===== src/hw/rtl/spq_pkg.sv =====
// Shared constants, types and helpers for the static-priority ready queue.
// No dependencies; every other file of the block uses this package.
package spq_pkg;

  // Storage sizing
  localparam int QUEUE_DEPTH   = 16;
  localparam int TASK_ID_WIDTH = 8;

  // Fixed field widths of the channels
  localparam int CMD_FIELD_W   = 1;
  localparam int TASK_FIELD_W  = 8;
  localparam int PRIO_FIELD_W  = 8;
  localparam int LEVEL_W       = 4;
  localparam int DEPTH_FIELD_W = 5;
  localparam int TOTAL_W       = 32;

  // Bits of an identifier that are actually kept
  localparam int TASK_STORE_W  = (TASK_ID_WIDTH < TASK_FIELD_W) ? TASK_ID_WIDTH : TASK_FIELD_W;

  // Occupancy counter must hold QUEUE_DEPTH itself
  localparam int COUNT_W       = $clog2(QUEUE_DEPTH + 1);

  // Priority band limits
  localparam logic [LEVEL_W-1:0] LEVEL_MIN = LEVEL_W'(0);
  localparam logic [LEVEL_W-1:0] LEVEL_MAX = LEVEL_W'(10);

  // Command codes
  localparam logic [CMD_FIELD_W-1:0] CMD_ENQUEUE  = 1'b0;
  localparam logic [CMD_FIELD_W-1:0] CMD_DISPATCH = 1'b1;

  // One queue entry as held in a cell
  typedef struct packed {
    logic                    valid;
    logic [TASK_STORE_W-1:0] tid;
    logic [LEVEL_W-1:0]      level;
  } entry_t;

  // Per-cycle control broadcast to every cell
  typedef struct packed {
    logic   enq;
    logic   dsp;
    entry_t new_entry;
  } cell_ctl_t;

  // Clamp a signed request into the 0..10 band
  function automatic logic [LEVEL_W-1:0] clamp_level(input logic signed [PRIO_FIELD_W-1:0] req);
    logic [LEVEL_W-1:0] lvl;
    if (req < 0) begin
      lvl = LEVEL_MIN;
    end else if (req > $signed({1'b0, LEVEL_MAX})) begin
      lvl = LEVEL_MAX;
    end else begin
      lvl = req[LEVEL_W-1:0];
    end
    return lvl;
  endfunction

endpackage


===== src/hw/rtl/spq_if.sv =====
// Valid/ready channel interfaces for the ready queue's command and result beats.
// Depends on spq_pkg for field widths.
interface spq_in_if;
  logic                                   valid;
  logic                                   ready;
  logic [spq_pkg::CMD_FIELD_W-1:0]        command;
  logic [spq_pkg::TASK_FIELD_W-1:0]       task_id;
  logic signed [spq_pkg::PRIO_FIELD_W-1:0] priority_req;

  modport source (output valid, command, task_id, priority_req, input ready);
  modport sink   (input valid, command, task_id, priority_req, output ready);
endinterface

interface spq_out_if;
  logic                                valid;
  logic                                ready;
  logic                                dispatched;
  logic [spq_pkg::TASK_FIELD_W-1:0]    out_task_id;
  logic [spq_pkg::LEVEL_W-1:0]         out_priority;
  logic                                dropped;
  logic [spq_pkg::DEPTH_FIELD_W-1:0]   depth;
  logic [spq_pkg::TOTAL_W-1:0]         enqueue_total;
  logic [spq_pkg::TOTAL_W-1:0]         dispatch_total;

  modport source (output valid, dispatched, out_task_id, out_priority, dropped, depth,
                  enqueue_total, dispatch_total, input ready);
  modport sink   (input valid, dispatched, out_task_id, out_priority, dropped, depth,
                  enqueue_total, dispatch_total, output ready);
endinterface


===== src/hw/rtl/spq_cell.sv =====
// One slot of the sorted queue chain: holds an entry, shifts towards the tail
// on insert and towards the head on dispatch. Depends on spq_pkg.
module spq_cell (
  input  logic               clk,
  input  logic               rst_n,
  input  spq_pkg::cell_ctl_t ctl,
  input  logic               left_ins,    // new entry lands at or before the left cell
  input  spq_pkg::entry_t    left_entry,
  input  spq_pkg::entry_t    right_entry,
  output logic               ins_o,       // new entry belongs ahead of this cell's entry
  output spq_pkg::entry_t    entry_o
);
  import spq_pkg::*;

  logic                    valid_r, valid_nxt;
  logic [TASK_STORE_W-1:0] tid_r,   tid_nxt;
  logic [LEVEL_W-1:0]      level_r, level_nxt;

  assign entry_o = '{valid: valid_r, tid: tid_r, level: level_r};

  // Strictly lower level goes first; equal levels keep arrival order
  assign ins_o = !valid_r || (ctl.new_entry.level < level_r);

  // Next contents from neighbours or the incoming entry
  always_comb begin
    valid_nxt = valid_r;
    tid_nxt   = tid_r;
    level_nxt = level_r;
    if (ctl.enq) begin
      if (left_ins) begin
        valid_nxt = left_entry.valid;
        tid_nxt   = left_entry.tid;
        level_nxt = left_entry.level;
      end else if (ins_o) begin
        valid_nxt = 1'b1;
        tid_nxt   = ctl.new_entry.tid;
        level_nxt = ctl.new_entry.level;
      end
    end else if (ctl.dsp) begin
      valid_nxt = right_entry.valid;
      tid_nxt   = right_entry.tid;
      level_nxt = right_entry.level;
    end
  end

  always_ff @(posedge clk) begin
    if (!rst_n) begin
      valid_r <= 1'b0;
    end else begin
      valid_r <= valid_nxt;
    end
  end

  // Payload needs no reset
  always_ff @(posedge clk) begin
    tid_r   <= tid_nxt;
    level_r <= level_nxt;
  end

endmodule


===== src/hw/rtl/static_priority_ready_queue_unit.sv =====
// Top level of the static-priority ready queue.
// Depends on spq_pkg, spq_if (spq_in_if, spq_out_if) and spq_cell.
//
// Static-priority ready queue. Each command beat either enqueues a task (priority
// clamped to 0..10) or dispatches the waiting task with the lowest priority number,
// oldest first within a band, and every command beat gives exactly one result beat
// with the depth and the running enqueue and dispatch totals. Entries live in a
// QUEUE_DEPTH-long chain of cells kept sorted by level then arrival, so the head
// cell is always the next task to dispatch; an enqueue is placed by every cell
// comparing the new level with its own and shifting towards the tail. A command
// is taken every cycle while the result register is free or being read, and its
// result appears on the following cycle, one beat per cycle while not stalled. An
// enqueue into a full queue is discarded and flagged; a dispatch from an empty
// queue returns a beat with no task. No clearing pass is needed after reset.
module static_priority_ready_queue_unit (
  input  logic      clk,
  input  logic      rst_n,
  spq_in_if.sink    in_bus,
  spq_out_if.source out_bus
);
  import spq_pkg::*;

  // Chain wiring
  cell_ctl_t              ctl;
  entry_t                 cell_entry [QUEUE_DEPTH];
  logic [QUEUE_DEPTH-1:0] cell_ins;
  logic [QUEUE_DEPTH-1:0] valid_vec;

  logic accept, is_enq, full, do_enq, do_dsp;

  // Occupancy and totals
  logic [COUNT_W-1:0] count_r,     count_nxt;
  logic [TOTAL_W-1:0] enq_total_r, enq_total_nxt;
  logic [TOTAL_W-1:0] dsp_total_r, dsp_total_nxt;

  // Result register
  logic                     out_valid_r;
  logic                     out_dispatched_r;
  logic [TASK_FIELD_W-1:0]  out_tid_r;
  logic [LEVEL_W-1:0]       out_level_r;
  logic                     out_dropped_r;
  logic [DEPTH_FIELD_W-1:0] out_depth_r;

  // Handshake
  assign in_bus.ready = !out_valid_r || out_bus.ready;
  assign accept       = in_bus.valid && in_bus.ready;
  assign is_enq       = (in_bus.command == CMD_ENQUEUE);
  assign full         = cell_entry[QUEUE_DEPTH-1].valid;
  assign do_enq       = accept && is_enq && !full;
  assign do_dsp       = accept && (in_bus.command == CMD_DISPATCH) && cell_entry[0].valid;

  // Control broadcast to the chain
  assign ctl.enq             = do_enq;
  assign ctl.dsp             = do_dsp;
  assign ctl.new_entry.valid = 1'b1;
  assign ctl.new_entry.tid   = in_bus.task_id[TASK_STORE_W-1:0];
  assign ctl.new_entry.level = clamp_level(in_bus.priority_req);

  // Row of cells, head at index 0
  for (genvar i = 0; i < QUEUE_DEPTH; i++) begin : g_cell
    logic   l_ins;
    entry_t l_entry, r_entry;
    if (i == 0) begin : g_head
      assign l_ins   = 1'b0;
      assign l_entry = '0;
    end else begin : g_mid
      assign l_ins   = cell_ins[i-1];
      assign l_entry = cell_entry[i-1];
    end
    if (i == QUEUE_DEPTH - 1) begin : g_tail
      assign r_entry = '0;
    end else begin : g_body
      assign r_entry = cell_entry[i+1];
    end
    spq_cell u_cell (
      .clk         (clk),
      .rst_n       (rst_n),
      .ctl         (ctl),
      .left_ins    (l_ins),
      .left_entry  (l_entry),
      .right_entry (r_entry),
      .ins_o       (cell_ins[i]),
      .entry_o     (cell_entry[i])
    );
    assign valid_vec[i] = cell_entry[i].valid;
  end

  // Counter updates
  always_comb begin
    count_nxt     = count_r;
    enq_total_nxt = enq_total_r;
    dsp_total_nxt = dsp_total_r;
    if (do_enq) begin
      count_nxt     = count_r + COUNT_W'(1);
      enq_total_nxt = enq_total_r + TOTAL_W'(1);
    end else if (do_dsp) begin
      count_nxt     = count_r - COUNT_W'(1);
      dsp_total_nxt = dsp_total_r + TOTAL_W'(1);
    end
  end

  always_ff @(posedge clk) begin
    if (!rst_n) begin
      count_r     <= '0;
      enq_total_r <= '0;
      dsp_total_r <= '0;
      out_valid_r <= 1'b0;
    end else begin
      count_r     <= count_nxt;
      enq_total_r <= enq_total_nxt;
      dsp_total_r <= dsp_total_nxt;
      if (accept) begin
        out_valid_r <= 1'b1;
      end else if (out_bus.ready) begin
        out_valid_r <= 1'b0;
      end
    end
  end

  // Result beat payload, captured on accept
  always_ff @(posedge clk) begin
    if (accept) begin
      out_dispatched_r <= do_dsp;
      out_tid_r        <= do_dsp ? TASK_FIELD_W'(cell_entry[0].tid) : '0;
      out_level_r      <= do_dsp ? cell_entry[0].level : '0;
      out_dropped_r    <= is_enq && full;
      out_depth_r      <= DEPTH_FIELD_W'(count_nxt);
    end
  end

  assign out_bus.valid          = out_valid_r;
  assign out_bus.dispatched     = out_dispatched_r;
  assign out_bus.out_task_id    = out_tid_r;
  assign out_bus.out_priority   = out_level_r;
  assign out_bus.dropped        = out_dropped_r;
  assign out_bus.depth          = out_depth_r;
  assign out_bus.enqueue_total  = enq_total_r;
  assign out_bus.dispatch_total = dsp_total_r;

  // Occupancy count tracks the cells actually holding entries
  a_count_matches: assert property (@(posedge clk) disable iff (!rst_n)
    count_r == COUNT_W'($countones(valid_vec)))
    else $error("occupancy count disagrees with cell valid bits");

  // Valid entries are packed at the head of the chain
  a_packed: assert property (@(posedge clk) disable iff (!rst_n)
    $onehot({1'b0, valid_vec} + {{QUEUE_DEPTH{1'b0}}, 1'b1}))
    else $error("gap in the cell chain");

  // Head never outranked by its successor
  a_head_sorted: assert property (@(posedge clk) disable iff (!rst_n)
    (cell_entry[0].valid && cell_entry[1].valid) |-> (cell_entry[0].level <= cell_entry[1].level))
    else $error("chain not sorted at the head");

  // A successful dispatch is reported on the next beat with a bumped total
  a_dispatch_report: assert property (@(posedge clk) disable iff (!rst_n)
    do_dsp |=> (out_valid_r && out_dispatched_r && dsp_total_r == $past(dsp_total_r) + TOTAL_W'(1)))
    else $error("dispatch not reported");

endmodule


===== src/flat_wrapper.sv =====
// flat-port wrapper written by rule: the top's interface ports become plain ports
module static_priority_ready_queue_unit_flat import spq_pkg::*;
  (clk, rst_n, in_bus_valid, in_bus_command, in_bus_task_id, in_bus_priority_req, in_bus_ready, out_bus_valid, out_bus_dispatched, out_bus_out_task_id, out_bus_out_priority, out_bus_dropped, out_bus_depth, out_bus_enqueue_total, out_bus_dispatch_total, out_bus_ready);
  spq_in_if in_bus_i ();
  spq_out_if out_bus_i ();
  input  logic clk;
  input  logic rst_n;
  input wire logic [$bits(in_bus_i.valid)-1:0] in_bus_valid;
  input wire logic [$bits(in_bus_i.command)-1:0] in_bus_command;
  input wire logic [$bits(in_bus_i.task_id)-1:0] in_bus_task_id;
  input wire logic [$bits(in_bus_i.priority_req)-1:0] in_bus_priority_req;
  output wire logic [$bits(in_bus_i.ready)-1:0] in_bus_ready;
  output wire logic [$bits(out_bus_i.valid)-1:0] out_bus_valid;
  output wire logic [$bits(out_bus_i.dispatched)-1:0] out_bus_dispatched;
  output wire logic [$bits(out_bus_i.out_task_id)-1:0] out_bus_out_task_id;
  output wire logic [$bits(out_bus_i.out_priority)-1:0] out_bus_out_priority;
  output wire logic [$bits(out_bus_i.dropped)-1:0] out_bus_dropped;
  output wire logic [$bits(out_bus_i.depth)-1:0] out_bus_depth;
  output wire logic [$bits(out_bus_i.enqueue_total)-1:0] out_bus_enqueue_total;
  output wire logic [$bits(out_bus_i.dispatch_total)-1:0] out_bus_dispatch_total;
  input wire logic [$bits(out_bus_i.ready)-1:0] out_bus_ready;
  assign in_bus_i.valid = in_bus_valid;
  assign in_bus_i.command = in_bus_command;
  assign in_bus_i.task_id = in_bus_task_id;
  assign in_bus_i.priority_req = in_bus_priority_req;
  assign in_bus_ready = in_bus_i.ready;
  assign out_bus_valid = out_bus_i.valid;
  assign out_bus_dispatched = out_bus_i.dispatched;
  assign out_bus_out_task_id = out_bus_i.out_task_id;
  assign out_bus_out_priority = out_bus_i.out_priority;
  assign out_bus_dropped = out_bus_i.dropped;
  assign out_bus_depth = out_bus_i.depth;
  assign out_bus_enqueue_total = out_bus_i.enqueue_total;
  assign out_bus_dispatch_total = out_bus_i.dispatch_total;
  assign out_bus_i.ready = out_bus_ready;
  static_priority_ready_queue_unit u_core (.clk(clk), .rst_n(rst_n), .in_bus(in_bus_i), .out_bus(out_bus_i));
endmodule

===== config.mk =====
export PLATFORM = sky130hd
export DESIGN_NAME = static_priority_ready_queue_unit_flat
export DESIGN_NICKNAME = d
export VERILOG_FILES = /design/src/hw/rtl/spq_pkg.sv /design/src/hw/rtl/spq_if.sv /design/src/hw/rtl/spq_cell.sv /design/src/hw/rtl/static_priority_ready_queue_unit.sv /design/src/flat_wrapper.sv
export SDC_FILE = /design/constraint.sdc
export NUM_CORES = 1
export LEC_CHECK = 0
export ABC_AREA = 1
export BUFFER_PORTS_ARGS = -buffer_cell sky130_fd_sc_hd__buf_4
export CORE_UTILIZATION = 38
export CTS_BUF_LIST = sky130_fd_sc_hd__clkbuf_4 sky130_fd_sc_hd__clkbuf_8
export CTS_CLUSTER_SIZE = 12
export DETAILED_ROUTE_END_ITERATION = 8
export PLACE_DENSITY = 0.53
export SLEW_MARGIN = 25
export SYNTH_ARGS = -nofsm -noshare
export SYNTH_HDL_FRONTEND = slang
export SYNTH_SLANG_ARGS = --single-unit

===== constraint.sdc =====
create_clock -name clk -period 7.9 [get_ports clk]
set_input_delay 0.79 -clock clk [delete_from_list [all_inputs] [get_ports clk]]
set_output_delay 0.79 -clock clk [all_outputs]
set_load 0.01 [all_outputs]

==> run metrics, run 1 <==
status finished clean; maxcap violations 0; Clock Sinks 297; Setup Crit Path Kind reg -> reg; clk slew on worst S/H paths 0.06 ns; worst ir drop on vdd 104 uV; switching pwr 1.05 mW; first-pass GRT wire length 76300 um; cells after synthesis 2050; total gr overflow 0; slowest CP cell clkinv_1; die height 211 um; commonest non-fill, non-tap cells in the layout nand2_1 (375), inv_1 (273), o21ai_0 (257); worst-margin pin slew 0.961 ns; DIE WIDTH 211 um; Final GP Congestion 0.806; H-Tree Depth 2; Seq pwr share 49.4%; P_leak 7.84 nW; # port buffers 105; Most used DFF post-synth edfxtp_1; Area Growth Syn to Fin 13.2%; Final Hold Fails 0; Cell Pwr Density 200 nW/um^2; Mean Syn Cell Area 8.12 sq um; nets 2177; Clk pwr share 38.6%; Vias/cell 5.14; initial antenna violation count 0; total internal power 2.71 mW; hpwl dp 32700 um; CP Capture Type flop; Crit path required time 8.14 ns; max frequency 0.228 GHz; Worst Path Buf+Inv 2; final WL 48100 um; Post-CTS Setup Repair Bufs 0; syn_nets 2120; Finished Core Util 43.6%; deepest clock path buffer count 3; combinational share of power 12.0%; Final Cycle Share 55.6%; Setup violations, final 0; Post-route DRC 0; Hold WC Path Type in -> reg; Final Max Tran Viols 0; synthesized cell area 16600 sq um; Final ANT Viol Nets 0; asr flop ratio synth 0%; delay-heaviest family, CP compound AO/OA/AOI/OAI gates; CP Launch Type flop; IO Pins 106; post-synthesis cell type count 47; Arrival @ worst endpoint 4.64 ns; total power 3.76 mW; most common cell after layout, fill and taps aside nand2_1; Worst Skew 0.0292 ns; Hold-fix buffers, CTS 0; Min Clock Period, post-route 4.39 ns; RSZ-0062 raised after global routing false; DR pass1 iterations 5; TritonCTS Buffers 54; pin count of the biggest net entering global routing 176; CP Cell Sequence a21oi_4 -> nand3_4 -> buf_4 -> nand2_2 -> clkinv_1 -> a21oi_2; Post-synth EDFFs 211; Resized cells post-CTS 0; Initial DRC Count 1060; CTS tree done; max_slew headroom 35.6%; Worst-Skew Late Latency 0.64 ns; CP max stage delay 0.98 ns; n_diodes 0; Core Rows 76; routed len/inst 17.6 um; Starting Density 38.5%; clock root buffer clkbuf_8; total global-route track usage 21.8%; sw frac 27.8%; Fill cells 4436; core area 43200 sq um; Yosys warning count 0; routed via count 14048; layout cells sized above 1 12.7%; register bit total from synthesis 297; setup TNS 0 ns; vias in the first global route 13480; Die ar. 44600 sq um; Worst Path Max Fanout 64; Seq/Total Area, Yosys 48.4%
## metal layers
metal	GRT usage [%]	vias to the layer above	routed length [um]
met4	6.80	0	1110
met1	31.2	6537	23100
met2	33.2	421	20900
met3	3.76	77	2980
li1	-	7013	-
met5	0	-	0
## final timing paths
check	startpoint	to	slack [ns]	depth (start not counted)
max	u_core.out_bus.valid$_SDFFE_PN0P_	u_core.g_cell[8].u_cell.tid_r[5]$_DFFE_PP_	3.51	6
min	in_bus_valid	u_core.out_bus.valid$_SDFFE_PN0P_	0.46	3
max reg2reg	u_core.out_bus.valid$_SDFFE_PN0P_	u_core.g_cell[8].u_cell.tid_r[5]$_DFFE_PP_	3.51	6
min reg2reg	u_core.out_bus.enqueue_total[7]$_SDFFE_PN0P_	u_core.out_bus.enqueue_total[7]$_SDFFE_PN0P_	0.50	2
## cells in the mapped netlist, drive strengths merged, types with 7 or more instances
| master | count | area [sq um] |
|---|---|---|
| a21oi | 142 | 778 |
| xnor2 | 15 | 131 |
| clkbuf | 74 | 289 |
| buf | 38 | 214 |
| o21ai | 287 | 1440 |
| dfxtp | 86 | 1720 |
| xor2 | 20 | 175 |
| nor4 | 7 | 50.1 |
| inv | 281 | 1050 |
| o22ai | 96 | 601 |
| edfxtp | 211 | 6340 |
| nor2 | 225 | 908 |
| nand4 | 22 | 165 |
| ha | 49 | 613 |
| nor3 | 39 | 234 |
| nand2 | 389 | 1500 |
| nand3 | 52 | 310 |
## state kept, by name, summed over array words and instances (netlist names)
| register | count |
|---|---|
| u_core.out_bus.depth | 5 |
| u_core.out_bus.out_priority | 4 |
| u_core.g_cell.u_cell.level_r | 64 |
| u_core.out_bus.dispatch_total | 32 |
| u_core.g_cell.u_cell.valid_r | 16 |
| u_core.g_cell.u_cell.tid_r | 128 |
| u_core.out_bus.enqueue_total | 32 |
| u_core.out_bus.valid | 1 |
| u_core.out_bus.dispatched | 1 |
| u_core.out_bus.dropped | 1 |
| u_core.count_r | 5 |
| u_core.out_bus.out_task_id | 8 |
## through the flow
| step | hold slack (ns) | instances | worst slack [ns] | instance area [sq um] |
|---|---|---|---|---|
| 2_1_floorplan | 0.483 | 2050 | 4.02 | 16600 |
| 3_3_place_gp | 0.484 | 2636 | 2.78 | 17700 |
| 3_5_place_dp | 0.489 | 2636 | 2.69 | 17800 |
| 4_1_cts | 0.388 | 2733 | 3.23 | 18800 |
| 5_1_grt | 0.419 | 2733 | 3.17 | 18800 |
| 6_report | 0.461 | 2733 | 3.51 | 18800 |
## cell families (layout without fill, tap and decap cells)
group / count (synthesis) / after routing / share of synthesized area, %
AND/OR/NAND/NOR: 742 / 742 / 19.4
adder cells (fa/ha/maj): 49 / 49 / 3.68
AO/OA/AOI/OAI: 533 / 533 / 17.3
XOR/XNOR: 35 / 35 / 1.84
buffers and inverters: 394 / 492 / 9.38
flip-flops: 297 / 297 / 48.4
## worst min-delay path: stages
cell and delay [ns]:
buf_4 0.10, inv_2 0.04, a21oi_1 0.12
## power groups by stage
stage	clock, mW	combinational, mW	sequential (mW)
CTS	1.49	0.450	1.86
detailed placement	0	0.448	1.89
floorplan	0	0.330	1.86
global route	1.56	0.514	1.87
finish	1.45	0.451	1.86
global placement	0	0.436	1.89
## area by class of cell
type,count,area [sq um],area share [%]
clock buffer,82,972,5.16
sequential,297,8060,42.8
multi-input combinational,1359,7080,37.6
tap,585,732,3.89
inverter,282,1060,5.65
timing repair buffer,113,861,4.57
clock inverter,15,71.3,0.379
(Power assumes the default switching activity.)
==> run 2, diff against run 1 <==
Settings changed: ABC_AREA 1 to 0.
Clock period 7.9 ns to 4.6 ns, I/O delays scaled along.
==> run 2 against run 1 <==
Combinational power rose by 50%. Largest power group unchanged. Critical path depth is 5 higher. Sequential power increased by 69%. Highest routed layer unchanged.
==> run metrics, run 2 <==
RSZ-0062 raised after global routing false; synth top area cells edfxtp_1 (41%), dfxtp_1 (11%), nand3_1 (4.7%); switching pwr 1.69 mW; CP Capture Type flop; FF-to-FF Start u_core.out_bus.valid$_SDFFE_PN0P_; top flop regs u_core.g_cell.u_cell.tid_r: 128 flops, u_core.g_cell.u_cell.level_r: 64 flops; Largest Register u_core.g_cell.u_cell.tid_r; Initial DRC Count 830; Clk pwr share 39.5%; clk slew on worst S/H paths 0.07 ns; synthesized cell area 15600 sq um; Layout Cells excl Fill 2264; combinational share of power 10.7%; final hold slack 0.118 ns; Vias/cell 5.59; Seq/Total Area, Yosys 51.6%; Mean Syn Cell Area 9.74 sq um; total power 6.29 mW; Worst-Skew Late Latency 0.64 ns; P_leak 6.74 nW; most common cell after layout, fill and taps aside edfxtp_1; Post-CTS Setup Repair Bufs 0; Worst Path Max Fanout 18; Core Rows 73; Synth area leader edfxtp_1; layout cells sized above 1 14.5%; Min Clock Period, post-route 3.18 ns; Arrival @ worst endpoint 3.45 ns; routed len/inst 18.8 um; vias in the first global route 12345; Setup violations, final 0; routed via count 12659; CP Launch Type primary input; Yosys warning count 0; Starting Density 38.9%; H-Tree Depth 2; Final ANT Viol Nets 0; CTS tree done; R2R cell count 7; multi-input logic area 6850 sq um; final WL 42600 um; Seq pwr share 49.8%; Hold WC Path Type in -> reg; Hold-fix buffers, CTS 0; Final Cycle Share 69.1%; sw frac 26.9%; Resized cells post-CTS 0; Area Growth Syn to Fin 15.4%; register area 8060 sq um; syn_nets 1672; max reg flops 128; DP Area 17000 sq um; R2R Setup Slk 1.61 ns; post-route cell area 18000 sq um; nets 1763; max_slew headroom 42.3%; # port buffers 105; die height 205 um; Clock Sinks 297; DR pass1 iterations 7; total internal power 4.60 mW; maxcap violations 0; Final Max Tran Viols 0; Fill cells 3894; Most used DFF post-synth edfxtp_1; deepest clock path buffer count 3; Crit path required time 4.87 ns; Die ar. 41900 sq um; Cell Pwr Density 349 nW/um^2; Worst Skew 0.0176 ns; reg-to-reg endpoint u_core.g_cell[10].u_cell.tid_r[4]$_DFFE_PP_; worst-margin pin slew 0.864 ns; Inst Count DP 2161; clock root buffer clkbuf_8; Synth top cells by count edfxtp_1 (211), nand2_1 (195), nand3_1 (148); initial antenna violation count 0; asr flop ratio synth 0%; register bit total from synthesis 297; total global-route track usage 20.1%; most frequent cell after synthesis edfxtp_1; Post-synth EDFFs 211; Setup Crit Path Kind in -> reg; status finished clean; IO Pins 106; first-pass GRT wire length 66900 um; Hold Startpoint rst_n; max frequency 0.315 GHz; pin count of the biggest net entering global routing 79; hpwl dp 29300 um; TritonCTS Buffers 55; worst ir drop on vdd 208 uV; Post-route DRC 0; Worst Hold Path EP u_core.count_r[4]$_SDFF_PN0_; post-synthesis cell type count 54; cells after synthesis 1602; DIE WIDTH 205 um; Final GP Congestion 0.858; total gr overflow 0; commonest non-fill, non-tap cells in the layout edfxtp_1 (211), nand2_1 (195), nand3_1 (146); Synth top area share 40.6%; Hold Crit Depth 2; setup TNS 0 ns; Final Hold Fails 0; core area 40100 sq um
## run 2: worst max-delay path, cell delays in order
cell,delay (ns)
buf_4,0.11
or3_1,0.52
nor4b_4,0.25
buf_4,0.33
ha_1,0.31
o21a_1,0.17
o21ai_0,0.29
a21o_1,0.22
buf_4,0.22
o21ai_1,0.08
nand2_1,0.46
## run 2: how the worst max path moves through the flow
| stage | to | startpoint |
|---|---|---|
| 6_report | u_core.g_cell[4].u_cell.level_r[0]$_DFFE_PP_ | in_bus_priority_req[6] |
| 5_1_grt | u_core.g_cell[4].u_cell.level_r[0]$_DFFE_PP_ | in_bus_priority_req[6] |
| 4_1_cts | u_core.g_cell[4].u_cell.level_r[0]$_DFFE_PP_ | in_bus_priority_req[6] |
| 3_5_place_dp | u_core.g_cell[4].u_cell.tid_r[3]$_DFFE_PP_ | in_bus_priority_req[6] |
| 3_3_place_gp | u_core.g_cell[4].u_cell.tid_r[3]$_DFFE_PP_ | in_bus_priority_req[6] |
| 2_1_floorplan | u_core.g_cell[8].u_cell.level_r[0]$_DFFE_PP_ | in_bus_priority_req[6] |
## run 2: cell families (layout without fill, tap and decap cells)
| group | after synthesis | after routing | share of synthesized area, % |
|---|---|---|---|
| flip-flops | 297 | 297 | 51.6 |
| adder cells (fa/ha/maj) | 49 | 49 | 3.93 |
| AND/OR/NAND/NOR | 614 | 614 | 19.0 |
| XOR/XNOR | 47 | 47 | 2.64 |
| other | 0 | 1 | 0 |
| AO/OA/AOI/OAI | 374 | 374 | 15.7 |
| multiplexers | 38 | 38 | 2.44 |
| buffers and inverters | 183 | 319 | 4.72 |
## run 2: metrics by stage
| step | setup WS (ns) | utilization, % |
|---|---|---|
| after floorplan | 0.657 | - |
| after global placement | 0.874 | 42.3 |
| after detailed placement | 0.794 | 42.3 |
| after CTS | 1.48 | 44.9 |
| after global routing | 1.25 | 44.9 |
| final | 1.42 | 44.9 |
## run 2: per-layer routing
metal / share of wire, % / wire length (um) / global-route usage, %
met1: 47 / 19800 / 27.5
met2: 46 / 19400 / 32.2
met3: 5.6 / 2390 / 3.83
met4: 2.2 / 945 / 6.02
met5: 0 / 0 / 0
## run 2: final cells by class
| cell class | instances | share of cell area, % |
|---|---|---|
| Clock buffer | 74 | 5.17 |
| Tap cell | 525 | 3.65 |
| Antenna cell | 1 | 0.0139 |
| Timing Repair Buffer | 146 | 6.23 |
| Clock inverter | 28 | 0.695 |
| Inverter | 71 | 1.48 |
| Multi-Input combinational cell | 1122 | 38.0 |
| Sequential cell | 297 | 44.7 |
## run 2: power groups by stage
stage | clock, mW | sequential [mW] | combinational (mW)
2_1_floorplan | 0 | 3.16 | 0.462
3_3_place_gp | 0 | 3.19 | 0.660
3_5_place_dp | 0 | 3.19 | 0.675
4_1_cts | 2.55 | 3.14 | 0.677
5_1_grt | 2.66 | 3.15 | 0.757
6_report | 2.48 | 3.14 | 0.675
